$ cat src/rtl/mrm_pkg.sv
// Shared types, command codes and the CRC-16 byte step for the Modbus RTU master.
// No dependencies; used by mrm_ctrl, mrm_dp and the top level.
`default_nettype none
package mrm_pkg;
	localparam int CntW = 7;

	localparam logic [1:0] ACT_START = 2'd0;
	localparam logic [1:0] ACT_PAYLOAD = 2'd1;
	localparam logic [1:0] ACT_RXBYTE = 2'd2;
	localparam logic [1:0] ACT_WINEND = 2'd3;

	localparam logic [1:0] PH_IDLE = 2'd0;
	localparam logic [1:0] PH_PAYLOAD = 2'd1;
	localparam logic [1:0] PH_RECV = 2'd2;

	localparam logic [1:0] KIND_TX = 2'd0;
	localparam logic [1:0] KIND_WORD = 2'd1;
	localparam logic [1:0] KIND_STATUS = 2'd2;

	localparam logic [1:0] ST_OK = 2'd0;
	localparam logic [1:0] ST_SHORT = 2'd1;
	localparam logic [1:0] ST_BAD = 2'd2;
	localparam logic [1:0] ST_COUNT = 2'd3;

	localparam logic [0:0] REG_WFC = 1'd0;
	localparam logic [0:0] REG_RS485 = 1'd1;

	// Datapath operations other than emitting a word.
	localparam logic [1:0] OP_NONE = 2'd0;
	localparam logic [1:0] OP_ABORT = 2'd1;
	localparam logic [1:0] OP_RX = 2'd2;
	localparam logic [1:0] OP_END = 2'd3;

	// Emit selections.
	localparam logic [3:0] E_ADDR = 4'd0;
	localparam logic [3:0] E_FUNC = 4'd1;
	localparam logic [3:0] E_SRH = 4'd2;
	localparam logic [3:0] E_SRL = 4'd3;
	localparam logic [3:0] E_CNH = 4'd4;
	localparam logic [3:0] E_CNL = 4'd5;
	localparam logic [3:0] E_BCNT = 4'd6;
	localparam logic [3:0] E_DATA = 4'd7;
	localparam logic [3:0] E_CRCL = 4'd8;
	localparam logic [3:0] E_CRCH = 4'd9;
	localparam logic [3:0] E_PAD = 4'd10;
	localparam logic [3:0] E_STAT = 4'd11;
	localparam logic [3:0] E_WORD = 4'd12;

	// Reply buffer read and check selections.
	localparam logic [2:0] RB_CRCL = 3'd0;
	localparam logic [2:0] RB_CRCH = 3'd1;
	localparam logic [2:0] RB_ADDR = 3'd2;
	localparam logic [2:0] RB_FUNC = 3'd3;
	localparam logic [2:0] RB_BCNT = 3'd4;
	localparam logic [2:0] RB_WH = 3'd5;
	localparam logic [2:0] RB_WL = 3'd6;

	typedef struct packed {
		logic       latch;
		logic [1:0] op;
		logic       emit;
		logic [3:0] esel;
		logic [1:0] st;
		logic       last;
		logic       rd;
		logic [2:0] ra;
		logic       chk;
		logic [2:0] ca;
	} mrm_cmd_t;

	typedef struct packed {
		logic [1:0] action;
		logic [1:0] phase;
		logic       bad_count;
		logic       is_write;
		logic       pad;
		logic       payload_last;
		logic       rx_short;
		logic       bad;
		logic       words_zero;
		logic       word_final;
		logic       out_free;
	} mrm_stat_t;

	// One byte through the reflected CRC-16 (polynomial 0xA001).
	function automatic logic [15:0] crc16_byte(input logic [15:0] crc, input logic [7:0] b);
		logic [15:0] c;
		c = crc ^ {8'h00, b};
		for (int k = 0; k < 8; k++) begin
			if (c[0]) begin
				c = (c >> 1) ^ 16'hA001;
			end else begin
				c = c >> 1;
			end
		end
		return c;
	endfunction
endpackage
`default_nettype wire

$ cat src/rtl/mrm_dp.sv
// Datapath of the Modbus RTU master: saved request, CRC registers, reply buffer
// memory and the output register. Depends on mrm_pkg; driven by mrm_ctrl.
`default_nettype none
module mrm_dp import mrm_pkg::*; #(
	parameter int MAX_REGS = 64,
	parameter int RX_DEPTH = 256
) (
	input  wire logic        clk,
	input  wire logic        arst_n,
	input  wire mrm_cmd_t    cmd,
	output mrm_stat_t        stat,
	input  wire logic        cfg_we,
	input  wire logic [0:0]  cfg_addr,
	input  wire logic [7:0]  cfg_wdata,
	input  wire logic [1:0]  action,
	input  wire logic [7:0]  dev_addr,
	input  wire logic [7:0]  func_code,
	input  wire logic [15:0] start_reg,
	input  wire logic [15:0] reg_count,
	input  wire logic [7:0]  data_byte,
	output logic             out_valid,
	input  wire logic        out_ready,
	output logic [1:0]       kind,
	output logic [7:0]       tx_byte,
	output logic [15:0]      reg_word,
	output logic [1:0]       status,
	output logic             status_valid,
	output logic             last
);
	localparam int AW = $clog2(RX_DEPTH);
	localparam int CW = $clog2(RX_DEPTH + 1);

	logic [7:0]  wfc_q;
	logic        rs485_q;
	logic [1:0]  act_q;
	logic [7:0]  addr_in_q, func_in_q, byte_in_q;
	logic [15:0] sreg_in_q, cnt_in_q;
	logic [1:0]  phase_q;
	logic [7:0]  saved_addr_q, saved_func_q;
	logic [CntW-1:0] saved_count_q;
	logic [7:0]  payload_left_q;
	logic [15:0] tx_crc_q, rx_crc_q;
	logic [CW-1:0] rx_count_q;
	logic        skip_q;
	logic        bad_q;
	logic [CntW-1:0] words_q, word_idx_q;
	logic [7:0]  word_hi_q, word_lo_q;
	logic [7:0]  rdata_q;
	logic [7:0]  rx_mem [RX_DEPTH];

	logic        out_valid_q;
	logic [1:0]  kind_q, status_q;
	logic [7:0]  tx_byte_q;
	logic [15:0] reg_word_q;
	logic        status_valid_q, last_q;

	logic        is_write;
	logic [7:0]  exp_len;
	logic [7:0]  tx_val;
	logic [15:0] crc_base;
	logic        crc_upd;
	logic [AW-1:0] rd_addr;
	logic [8:0]  wh_addr;
	logic [CntW-1:0] half_cnt;
	logic        out_free;

	assign is_write = (saved_func_q == wfc_q);
	assign exp_len  = is_write ? 8'd8 : (8'd5 + {saved_count_q, 1'b0});
	assign out_free = !out_valid_q || out_ready;
	assign wh_addr  = 9'({word_idx_q, 1'b0}) + 9'd3;
	assign half_cnt = rdata_q[7:1];

	always_comb begin
		tx_val  = 8'h00;
		crc_upd = 1'b1;
		case (cmd.esel)
			E_ADDR: tx_val = addr_in_q;
			E_FUNC: tx_val = func_in_q;
			E_SRH:  tx_val = sreg_in_q[15:8];
			E_SRL:  tx_val = sreg_in_q[7:0];
			E_CNH:  tx_val = cnt_in_q[15:8];
			E_CNL:  tx_val = cnt_in_q[7:0];
			E_BCNT: tx_val = {cnt_in_q[6:0], 1'b0};
			E_DATA: tx_val = byte_in_q;
			E_CRCL: begin
				tx_val  = tx_crc_q[7:0];
				crc_upd = 1'b0;
			end
			E_CRCH: begin
				tx_val  = tx_crc_q[15:8];
				crc_upd = 1'b0;
			end
			default: crc_upd = 1'b0;
		endcase
		crc_base = (cmd.esel == E_ADDR) ? 16'hFFFF : tx_crc_q;
	end

	always_comb begin
		case (cmd.ra)
			RB_CRCL: rd_addr = AW'(exp_len - 8'd2);
			RB_CRCH: rd_addr = AW'(exp_len - 8'd1);
			RB_ADDR: rd_addr = AW'(0);
			RB_FUNC: rd_addr = AW'(1);
			RB_BCNT: rd_addr = AW'(2);
			RB_WH:   rd_addr = AW'(wh_addr);
			RB_WL:   rd_addr = AW'(wh_addr + 9'd1);
			default: rd_addr = AW'(0);
		endcase
	end

	// Reply buffer: written by received bytes, read one byte at a time at window end.
	always_ff @(posedge clk) begin
		if (cmd.op == OP_RX && phase_q == PH_RECV && !skip_q && rx_count_q < CW'(RX_DEPTH)) begin
			rx_mem[AW'(rx_count_q)] <= byte_in_q;
		end
		if (cmd.rd) begin
			rdata_q <= rx_mem[rd_addr];
		end
	end

	always_ff @(posedge clk) begin
		if (cmd.latch) begin
			act_q     <= action;
			addr_in_q <= dev_addr;
			func_in_q <= func_code;
			sreg_in_q <= start_reg;
			cnt_in_q  <= reg_count;
			byte_in_q <= data_byte;
		end
		if (cmd.chk) begin
			case (cmd.ca)
				RB_BCNT: words_q <= (half_cnt > saved_count_q) ? saved_count_q : half_cnt;
				RB_WH:   word_hi_q <= rdata_q;
				RB_WL:   word_lo_q <= rdata_q;
				default: ;
			endcase
		end
	end

	always_ff @(posedge clk or negedge arst_n) begin
		if (!arst_n) begin
			wfc_q          <= 8'd16;
			rs485_q        <= 1'b1;
			phase_q        <= PH_IDLE;
			saved_addr_q   <= 8'h00;
			saved_func_q   <= 8'h00;
			saved_count_q  <= '0;
			payload_left_q <= 8'h00;
			tx_crc_q       <= 16'hFFFF;
			rx_crc_q       <= 16'hFFFF;
			rx_count_q     <= '0;
			skip_q         <= 1'b0;
			bad_q          <= 1'b0;
			word_idx_q     <= '0;
			out_valid_q    <= 1'b0;
		end else begin
			if (cfg_we) begin
				case (cfg_addr)
					REG_WFC:   wfc_q <= cfg_wdata;
					REG_RS485: rs485_q <= cfg_wdata[0];
					default: ;
				endcase
			end
			if (out_valid_q && out_ready) begin
				out_valid_q <= 1'b0;
			end
			case (cmd.op)
				OP_ABORT: phase_q <= PH_IDLE;
				OP_RX: begin
					if (skip_q) begin
						skip_q <= 1'b0;
					end else if (rx_count_q < CW'(RX_DEPTH)) begin
						if (11'(rx_count_q) + 11'd2 < 11'(exp_len)) begin
							rx_crc_q <= crc16_byte(rx_crc_q, byte_in_q);
						end
						rx_count_q <= rx_count_q + CW'(1);
					end
				end
				OP_END: begin
					phase_q    <= PH_IDLE;
					bad_q      <= 1'b0;
					word_idx_q <= '0;
				end
				default: ;
			endcase
			if (cmd.chk) begin
				case (cmd.ca)
					RB_CRCL: if (rdata_q != rx_crc_q[7:0]) bad_q <= 1'b1;
					RB_CRCH: if (rdata_q != rx_crc_q[15:8]) bad_q <= 1'b1;
					RB_ADDR: if (rdata_q != saved_addr_q) bad_q <= 1'b1;
					RB_FUNC: if (rdata_q != saved_func_q) bad_q <= 1'b1;
					default: ;
				endcase
			end
			if (cmd.emit) begin
				out_valid_q <= 1'b1;
				if (crc_upd) begin
					tx_crc_q <= crc16_byte(crc_base, tx_val);
				end
				case (cmd.esel)
					E_ADDR: begin
						saved_addr_q  <= addr_in_q;
						saved_func_q  <= func_in_q;
						saved_count_q <= cnt_in_q[CntW-1:0];
					end
					E_BCNT: begin
						payload_left_q <= tx_val;
						phase_q        <= PH_PAYLOAD;
					end
					E_DATA: payload_left_q <= payload_left_q - 8'd1;
					E_WORD: word_idx_q <= word_idx_q + CntW'(1);
					default: ;
				endcase
				if ((cmd.esel == E_CRCH && !rs485_q) || cmd.esel == E_PAD) begin
					phase_q    <= PH_RECV;
					rx_count_q <= '0;
					rx_crc_q   <= 16'hFFFF;
					skip_q     <= rs485_q;
				end
			end
		end
	end

	always_ff @(posedge clk) begin
		if (cmd.emit) begin
			tx_byte_q      <= 8'h00;
			reg_word_q     <= 16'h0000;
			status_q       <= ST_OK;
			status_valid_q <= 1'b0;
			last_q         <= cmd.last;
			case (cmd.esel)
				E_STAT: begin
					kind_q         <= KIND_STATUS;
					status_q       <= cmd.st;
					status_valid_q <= 1'b1;
				end
				E_WORD: begin
					kind_q         <= KIND_WORD;
					reg_word_q     <= {word_hi_q, word_lo_q};
					status_valid_q <= cmd.last;
				end
				E_PAD: begin
					kind_q <= KIND_TX;
				end
				default: begin
					kind_q    <= KIND_TX;
					tx_byte_q <= tx_val;
				end
			endcase
		end
	end

	assign out_valid    = out_valid_q;
	assign kind         = kind_q;
	assign tx_byte      = tx_byte_q;
	assign reg_word     = reg_word_q;
	assign status       = status_q;
	assign status_valid = status_valid_q;
	assign last         = last_q;

	always_comb begin
		stat.action       = act_q;
		stat.phase        = phase_q;
		stat.bad_count    = (cnt_in_q == 16'd0) || (cnt_in_q > 16'(MAX_REGS));
		stat.is_write     = is_write;
		stat.pad          = rs485_q;
		stat.payload_last = (payload_left_q == 8'd1);
		stat.rx_short     = (11'(rx_count_q) < 11'(exp_len));
		stat.bad          = bad_q;
		stat.words_zero   = (words_q == '0);
		stat.word_final   = (word_idx_q + CntW'(1) == words_q);
		stat.out_free     = out_free;
	end
endmodule
`default_nettype wire

$ cat src/rtl/mrm_ctrl.sv
// Controller state machine of the Modbus RTU master.
// Depends on mrm_pkg; issues commands to mrm_dp and reads its status.
`default_nettype none
module mrm_ctrl import mrm_pkg::*; (
	input  wire logic      clk,
	input  wire logic      arst_n,
	input  wire logic      in_valid,
	output logic           in_ready,
	input  wire mrm_stat_t stat,
	output mrm_cmd_t       cmd
);
	localparam logic [3:0] S_IDLE = 4'd0;
	localparam logic [3:0] S_DEC  = 4'd1;
	localparam logic [3:0] S_TX   = 4'd2;
	localparam logic [3:0] S_STAT = 4'd3;
	localparam logic [3:0] S_CK0  = 4'd4;
	localparam logic [3:0] S_CK1  = 4'd5;
	localparam logic [3:0] S_CK2  = 4'd6;
	localparam logic [3:0] S_CK3  = 4'd7;
	localparam logic [3:0] S_CK4  = 4'd8;
	localparam logic [3:0] S_CK5  = 4'd9;
	localparam logic [3:0] S_CK6  = 4'd10;
	localparam logic [3:0] S_WH   = 4'd11;
	localparam logic [3:0] S_WL   = 4'd12;
	localparam logic [3:0] S_WC   = 4'd13;
	localparam logic [3:0] S_WE   = 4'd14;

	logic [3:0] state_q, state_d;
	logic [3:0] sel_q, sel_d;
	logic [1:0] st_q, st_d;

	always_comb begin
		state_d  = state_q;
		sel_d    = sel_q;
		st_d     = st_q;
		in_ready = 1'b0;
		cmd      = '0;
		cmd.op   = OP_NONE;
		case (state_q)
			S_IDLE: begin
				in_ready = 1'b1;
				if (in_valid) begin
					cmd.latch = 1'b1;
					state_d   = S_DEC;
				end
			end
			S_DEC: begin
				state_d = S_IDLE;
				case (stat.action)
					ACT_START: begin
						if (stat.bad_count) begin
							cmd.op  = OP_ABORT;
							st_d    = ST_COUNT;
							state_d = S_STAT;
						end else begin
							sel_d   = E_ADDR;
							state_d = S_TX;
						end
					end
					ACT_PAYLOAD: begin
						if (stat.phase == PH_PAYLOAD) begin
							sel_d   = E_DATA;
							state_d = S_TX;
						end
					end
					ACT_RXBYTE: begin
						if (stat.phase == PH_RECV) cmd.op = OP_RX;
					end
					default: begin
						if (stat.phase == PH_RECV) begin
							cmd.op = OP_END;
							if (stat.rx_short) begin
								st_d    = ST_SHORT;
								state_d = S_STAT;
							end else begin
								state_d = S_CK0;
							end
						end
					end
				endcase
			end
			S_TX: begin
				if (stat.out_free) begin
					cmd.emit = 1'b1;
					cmd.esel = sel_q;
					cmd.last = (sel_q == E_PAD) || (sel_q == E_CRCH && !stat.pad);
					case (sel_q)
						E_CNL: sel_d = stat.is_write ? E_BCNT : E_CRCL;
						E_BCNT: state_d = S_IDLE;
						E_DATA: begin
							if (stat.payload_last) begin
								sel_d = E_CRCL;
							end else begin
								state_d = S_IDLE;
							end
						end
						E_CRCL: sel_d = E_CRCH;
						E_CRCH: begin
							if (stat.pad) begin
								sel_d = E_PAD;
							end else begin
								state_d = S_IDLE;
							end
						end
						E_PAD: state_d = S_IDLE;
						default: sel_d = sel_q + 4'd1;
					endcase
				end
			end
			S_STAT: begin
				if (stat.out_free) begin
					cmd.emit = 1'b1;
					cmd.esel = E_STAT;
					cmd.st   = st_q;
					cmd.last = 1'b1;
					state_d  = S_IDLE;
				end
			end
			S_CK0: begin
				cmd.rd  = 1'b1;
				cmd.ra  = RB_CRCL;
				state_d = S_CK1;
			end
			S_CK1: begin
				cmd.rd  = 1'b1;
				cmd.ra  = RB_CRCH;
				cmd.chk = 1'b1;
				cmd.ca  = RB_CRCL;
				state_d = S_CK2;
			end
			S_CK2: begin
				cmd.rd  = 1'b1;
				cmd.ra  = RB_ADDR;
				cmd.chk = 1'b1;
				cmd.ca  = RB_CRCH;
				state_d = S_CK3;
			end
			S_CK3: begin
				cmd.rd  = 1'b1;
				cmd.ra  = RB_FUNC;
				cmd.chk = 1'b1;
				cmd.ca  = RB_ADDR;
				state_d = S_CK4;
			end
			S_CK4: begin
				cmd.rd  = 1'b1;
				cmd.ra  = RB_BCNT;
				cmd.chk = 1'b1;
				cmd.ca  = RB_FUNC;
				state_d = S_CK5;
			end
			S_CK5: begin
				cmd.chk = 1'b1;
				cmd.ca  = RB_BCNT;
				state_d = S_CK6;
			end
			S_CK6: begin
				if (stat.bad) begin
					st_d    = ST_BAD;
					state_d = S_STAT;
				end else if (stat.is_write || stat.words_zero) begin
					st_d    = ST_OK;
					state_d = S_STAT;
				end else begin
					state_d = S_WH;
				end
			end
			S_WH: begin
				cmd.rd  = 1'b1;
				cmd.ra  = RB_WH;
				state_d = S_WL;
			end
			S_WL: begin
				cmd.rd  = 1'b1;
				cmd.ra  = RB_WL;
				cmd.chk = 1'b1;
				cmd.ca  = RB_WH;
				state_d = S_WC;
			end
			S_WC: begin
				cmd.chk = 1'b1;
				cmd.ca  = RB_WL;
				state_d = S_WE;
			end
			S_WE: begin
				if (stat.out_free) begin
					cmd.emit = 1'b1;
					cmd.esel = E_WORD;
					cmd.last = stat.word_final;
					state_d  = stat.word_final ? S_IDLE : S_WH;
				end
			end
			default: state_d = S_IDLE;
		endcase
	end

	always_ff @(posedge clk or negedge arst_n) begin
		if (!arst_n) begin
			state_q <= S_IDLE;
			sel_q   <= E_ADDR;
			st_q    <= ST_OK;
		end else begin
			state_q <= state_d;
			sel_q   <= sel_d;
			st_q    <= st_d;
		end
	end
endmodule
`default_nettype wire

$ cat src/rtl/modbus_rtu_master_transaction_core.sv
// Top level of the Modbus RTU master transaction core.
// Depends on mrm_pkg, mrm_ctrl and mrm_dp.
//
//   Channel   Direction  Handshake             Contents
//   input     in         in_valid / in_ready   action, dev_addr, func_code, start_reg,
//                                              reg_count, data_byte
//   output    out        out_valid / out_ready kind, tx_byte, reg_word, status,
//                                              status_valid, last
//   config    in         cfg_we                cfg_addr, cfg_wdata
//
// Each input word is latched in the idle state and decoded in the next state. A received
// line byte or an ignored word needs nothing more; each transmitted or status word adds
// an emit step that waits for a free output register. At window end the reply buffer is
// read one byte at a time: S_CK0 to S_CK6 check CRC, address and function and take the
// byte count, then S_WH, S_WL, S_WC and S_WE fetch and emit each register word, in an
// order set by the single read port of the reply buffer and the one output register.
// The reset is asynchronous and clears control state only; the buffer needs no clear,
// since only bytes of the current reply are read. A stalled output holds the
// controller in place, and no new word is accepted until the current one is done.
`default_nettype none
module modbus_rtu_master_transaction_core import mrm_pkg::*; #(
	parameter int MAX_REGS = 64,
	parameter int RX_DEPTH = 256
) (
	input  wire logic        clk,
	input  wire logic        arst_n,
	input  wire logic        cfg_we,
	input  wire logic [0:0]  cfg_addr,
	input  wire logic [7:0]  cfg_wdata,
	input  wire logic        in_valid,
	output logic             in_ready,
	input  wire logic [1:0]  action,
	input  wire logic [7:0]  dev_addr,
	input  wire logic [7:0]  func_code,
	input  wire logic [15:0] start_reg,
	input  wire logic [15:0] reg_count,
	input  wire logic [7:0]  data_byte,
	output logic             out_valid,
	input  wire logic        out_ready,
	output logic [1:0]       kind,
	output logic [7:0]       tx_byte,
	output logic [15:0]      reg_word,
	output logic [1:0]       status,
	output logic             status_valid,
	output logic             last
);
	mrm_cmd_t  cmd;
	mrm_stat_t stat;

	// The controller sequences every word; the datapath holds all transaction state.
	mrm_ctrl u_ctrl (
		.clk      (clk),
		.arst_n   (arst_n),
		.in_valid (in_valid),
		.in_ready (in_ready),
		.stat     (stat),
		.cmd      (cmd)
	);

	mrm_dp #(
		.MAX_REGS (MAX_REGS),
		.RX_DEPTH (RX_DEPTH)
	) u_dp (
		.clk          (clk),
		.arst_n       (arst_n),
		.cmd          (cmd),
		.stat         (stat),
		.cfg_we       (cfg_we),
		.cfg_addr     (cfg_addr),
		.cfg_wdata    (cfg_wdata),
		.action       (action),
		.dev_addr     (dev_addr),
		.func_code    (func_code),
		.start_reg    (start_reg),
		.reg_count    (reg_count),
		.data_byte    (data_byte),
		.out_valid    (out_valid),
		.out_ready    (out_ready),
		.kind         (kind),
		.tx_byte      (tx_byte),
		.reg_word     (reg_word),
		.status       (status),
		.status_valid (status_valid),
		.last         (last)
	);
endmodule
`default_nettype wire
$ cat config.mk
export PLATFORM = sky130hd
export DESIGN_NAME = modbus_rtu_master_transaction_core
export DESIGN_NICKNAME = d
export VERILOG_FILES = /design/src/rtl/mrm_pkg.sv /design/src/rtl/mrm_dp.sv /design/src/rtl/mrm_ctrl.sv /design/src/rtl/modbus_rtu_master_transaction_core.sv
export SDC_FILE = /design/constraint.sdc
export NUM_CORES = 2
export LEC_CHECK = 0
export BUFFER_PORTS_ARGS = -buffer_cell sky130_fd_sc_hd__clkbuf_2
export CAP_MARGIN = 0
export CORE_MARGIN = 2
export CORE_UTILIZATION = 45
export DETAILED_ROUTE_END_ITERATION = 12
export GPL_ROUTABILITY_DRIVEN = 0
export SLEW_MARGIN = 20
export SYNTH_ARGS = -nofsm -noshare
export SYNTH_HDL_FRONTEND = slang
export SYNTH_SLANG_ARGS = --single-unit
$ cat constraint.sdc
create_clock -name clk -period 5.6 [get_ports clk]
set_input_delay 0.56 -clock clk [delete_from_list [all_inputs] [get_ports clk]]
set_output_delay 0.56 -clock clk [all_outputs]
set_load 0.02 [all_outputs]
==> summary.md <==
| Metric | Value |
|---|---|
| Status | complete, but fails checks |
| Failing checks | DRC |
| Max VDD drop | between 600 and 700 uV |
| IO Pins | 104 |
| Post-CTS Setup Repair Bufs | 0 |
| Tightest Pin Transition | around 1.4 ns |
| Reg clk slew, reported paths | ~0.060 ns |
| Vias in the first global route | 60,000 |
| # setup viols final | 0 |
| FF+latch count, synth | approximately 2,300 |
| Starting Density | roughly 45% |
| Mapped Cells | 6,953 |
| Class of the most critical setup path | flop to flop |
| Site Rows | 167 |
| Main combinational cell family by area after synthesis | simple AND/OR/NAND/NOR gates |
| DR vias/cell | 6.18 |
| FF-to-FF End | u_dp.rdata_q[3]$_DFFE_PP_ |
| Synth-to-layout area growth | 14.6% |
| Leakage power | 35.9 nW |
| Synth Area in Adders | less than 1% |
| Final antenna-violating net count | 0 |
| Arrival time of the worst setup path | 6.03 ns |
| R2R Path Start | u_dp.wfc_q[3]$_DFFE_PN0P_ |
| Post-Route WL | about 300,000 um |
| Clock sinks | 2,270 |
| Total number of H-tree levels | 4 |
| Critical path startpoint category | flop |
| Fin util | 51.8% |
| Share of cells above drive strength 1 | 13.0% |
| DR vias | about 63,000 |
| Area of the multi-input gates | 0.0239 sq mm |
| Initial DRC count | 9,501 |
| HP Class | input port to async pin |
| Synth Area per Inst | 13.4 sq um |
| Commonest register cell after synthesis | edfxtp_1 |
| Mux cell area share after synthesis | around 4.1% |
| Root buffer cell | clkbuf_16 |
| Die width | about 460 um |
| Largest net degree at the start of global routing | 205 |
| Crit end category | flop |
| Initial antenna violation count | 7 |
| Rel. slew slack | 5.32% |
| Grt ovf | 0 |
| Clk Latency, worst-skew pair | 0.90 ns |
| Final hold vios | 0 |
| Post-synth ARST share | roughly 4.5% |
| First-pass GRT wire length | ~430,000 um |
| Pwr/cell area | approximately 560 mW/mm^2 |
| Maximum Capacitance Violations | 0 |
| Netlist cell types | 87 |
| CTS tree | done |
| Clk_skew | ~0.045 ns |
| Total GRT Usage | 28.3% |
| Die Y | ~460 um |
| Die ar. | 0.211 sq mm |
| YS warnings | 0 |
| DR DRC count | 1 |
| Post-Synth XOR/XNOR Area | less than 1% |
| Clock Path Buffers | 3 |
| Hold WS | 0.218 ns |
| Nets@finish | 7,390 |
| Slew Limit Fails | 0 |
| WL/cell | 29.7 um |
| Simple-gate share of the synthesized area | 13.8% |
| Core area | ~0.21 sq mm |
| Worst path required time | 6.18 ns |
| Netlist Area Pre-Place | 0.0934 sq mm |
| Post-synth EDFFs | between 2,000 and 2,500 |
| Worst R2R Path Depth | 16 |
| Setup repair after global routing missed its margin | false |
| Worst-path fanout max | 46 |
| Max frequency | 184 MHz |
| Drt pass-1 iters | 10 |
| Post-synthesis compound-gate area fraction | roughly 5.9% |
| Worst setup startpoint | u_dp.wfc_q[3]$_DFFE_PN0P_ |
| Final period utilization | 97.2% |
| Input/output buffers | between 100 and 150 |
| Final Critical Period | 5.45 ns |
| Syn_nets | 7,066 |
| Register area share after synthesis | 72.5% |
| Register area | 0.0677 sq mm |
| DP Wirelength | 189,000 um |
| Total CTS buffers | about 230 |
| R2R Setup Slk | 0.15 ns |
| Fillers | between 15,000 and 20,000 |
-- cells in the mapped netlist (all sizes together), types with 33 or more instances --
cell | number | area [sq um]
clkbuf | 228 | 856
xor2 | 33 | 289
inv | 35 | 131
a32oi | 52 | 455
a22oi | 39 | 298
o21ai | 128 | 641
ha | 41 | 513
edfxtp | 2167 | 65100
mux4 | 53 | 1190
xnor2 | 66 | 593
and3 | 90 | 563
a311oi | 65 | 569
buf | 219 | 1030
dfstp | 34 | 893
nand4 | 66 | 413
nor3 | 36 | 185
nand2 | 1606 | 6030
mux2i | 218 | 2180
mux2 | 41 | 462
nand3 | 682 | 3410
nor2 | 375 | 1410
o211ai | 34 | 265
a21oi | 103 | 515
dfrtp | 69 | 1730
a31oi | 93 | 582
-- worst max-delay path, stage by stage, from the launching register on --
cell and delay, ns:
dfrtp_1 0.39, xnor2_1 0.21, and4_1 0.37, nand2_1 0.27
nand2_1 0.25, ha_1 0.27, o221a_2 0.34, nand2_4 0.11
buf_12 0.36, nand2_1 0.59, o221ai_1 0.40, a21oi_1 0.13
a311oi_1 0.59, o2111ai_1 0.32, o31a_1 0.18, nand3_1 0.20
a32oi_1 0.09
-- repair_timing --
action                                  in CTS  in global routing
endpoints found under the setup margin       1                  2
gates cloned                                 0                  0
resized for setup                            1                  2
hold endpoints to repair                   106                  0
hold buffers                                68                  0
-- cell usage in the layout, fill, tap and decap left out, types with 18 or more instances in the layout --
master            n
a21oi_1         103
a221oi_1         26
a22oi_1          37
a311oi_1         64
a31oi_1          92
a32oi_1          52
and3_1           89
buf_12           49
buf_4           319
bufinv_16        21
clkbuf_1         63
clkbuf_16       229
clkbuf_2        103
clkinv_1         53
clkinv_2         37
dfrtp_1          69
dfstp_2          34
dlygate4sd3_1    68
edfxtp_1       2167
ha_1             41
inv_1            34
mux2_2           41
mux2i_1         218
mux4_2           53
nand2_1        1596
nand3_1         682
nand4_1          66
nor2_1          364
nor2b_1          18
nor3_1           35
o2111ai_1        30
o211ai_1         32
o21ai_0         123
o221ai_1         18
o22ai_1          24
xnor2_1          64
xor2_1           33
-- worst max-delay path by stage --
stage / depth (start not counted) / end / slack [ns]
floorplan: 11 / u_dp.tx_crc_q[0]$_DFFE_PN1P_ / 0.41
global placement: 16 / u_dp.rdata_q[5]$_DFFE_PP_ / -0.05
detailed placement: 16 / u_dp.rdata_q[5]$_DFFE_PP_ / -0.12
CTS: 17 / u_dp.rdata_q[5]$_DFFE_PP_ / 0.20
global route: 16 / u_dp.rdata_q[1]$_DFFE_PP_ / 0.05
finish: 16 / u_dp.rdata_q[3]$_DFFE_PP_ / 0.15
-- registers in the layout (all words and copies together) (netlist names), 4 cells and up --
register and cells:
u_dp.byte_in_q 8, u_dp.saved_count_q 7, u_dp.rdata_q 8, u_dp.reg_word 16, u_ctrl.state_q 4, u_dp.payload_left_q 8, u_dp.addr_in_q 8, u_ctrl.sel_q 4
u_dp.rx_count_q 9, u_dp.rx_mem 2048, u_dp.tx_crc_q 16, u_dp.saved_addr_q 8, u_dp.word_idx_q 7, u_dp.sreg_in_q 16, u_dp.wfc_q 8, u_dp.saved_func_q 8
u_dp.words_q 7, u_dp.word_hi_q 8, u_dp.cnt_in_q 16, u_dp.word_lo_q 8, u_dp.tx_byte 8, u_dp.rx_crc_q 16, u_dp.func_in_q 8
-- report_power, final --
group	leakage [nW]	internal [mW]	total (mW)	switching (mW)
combinational	11.6	6.62	24.1	17.5
sequential	20.7	19.8	20.2	0.413
clock	3.57	8.51	15.1	6.64
-- layer usage --
metal  up-vias  global-route usage (%)  part of all wire [%]
met5         -                       0                 0.018
met4         8                    11.6                   4.5
met3       655                    6.02                    11
met2      3863                    42.8                    45
met1     31700                    39.8                    40
li1      26700                       -                     -
-- logic make-up after synthesis --
kind of cell               after synthesis
and+or+nand+nor                       2976
muxes                                  312
adders and majority gates               41
buffers and inverters                  483
AOI/OAI and AO/OA                      772
DFF                                   2270
xor gates and xnor gates                99
-- through the flow --
stage	TNS [ns]	std cells	area (sq um)	setup WS, ns	power, mW
floorplan	0	6953	93400	0.413	32.1
global placement	-0.0484	9680	98900	-0.0484	43.7
detailed placement	-0.118	9680	98900	-0.118	43.8
CTS	0	10200	107000	0.198	58.9
global route	0	10200	107000	0.0474	60.9
finish	0	10200	107000	0.155	59.4
-- area by class of cell --
type	instances	share of cell area [%]
repair buffers	540	4.30
flip-flops and latches	2270	63.3
clock inverters	133	1.28
inverters	36	0.126
diodes	5	0.0117
clock buffers	292	5.58
well taps	2704	3.16
multi-input cells	4200	22.3
Note: power is estimated with default switching activity, not from simulation.
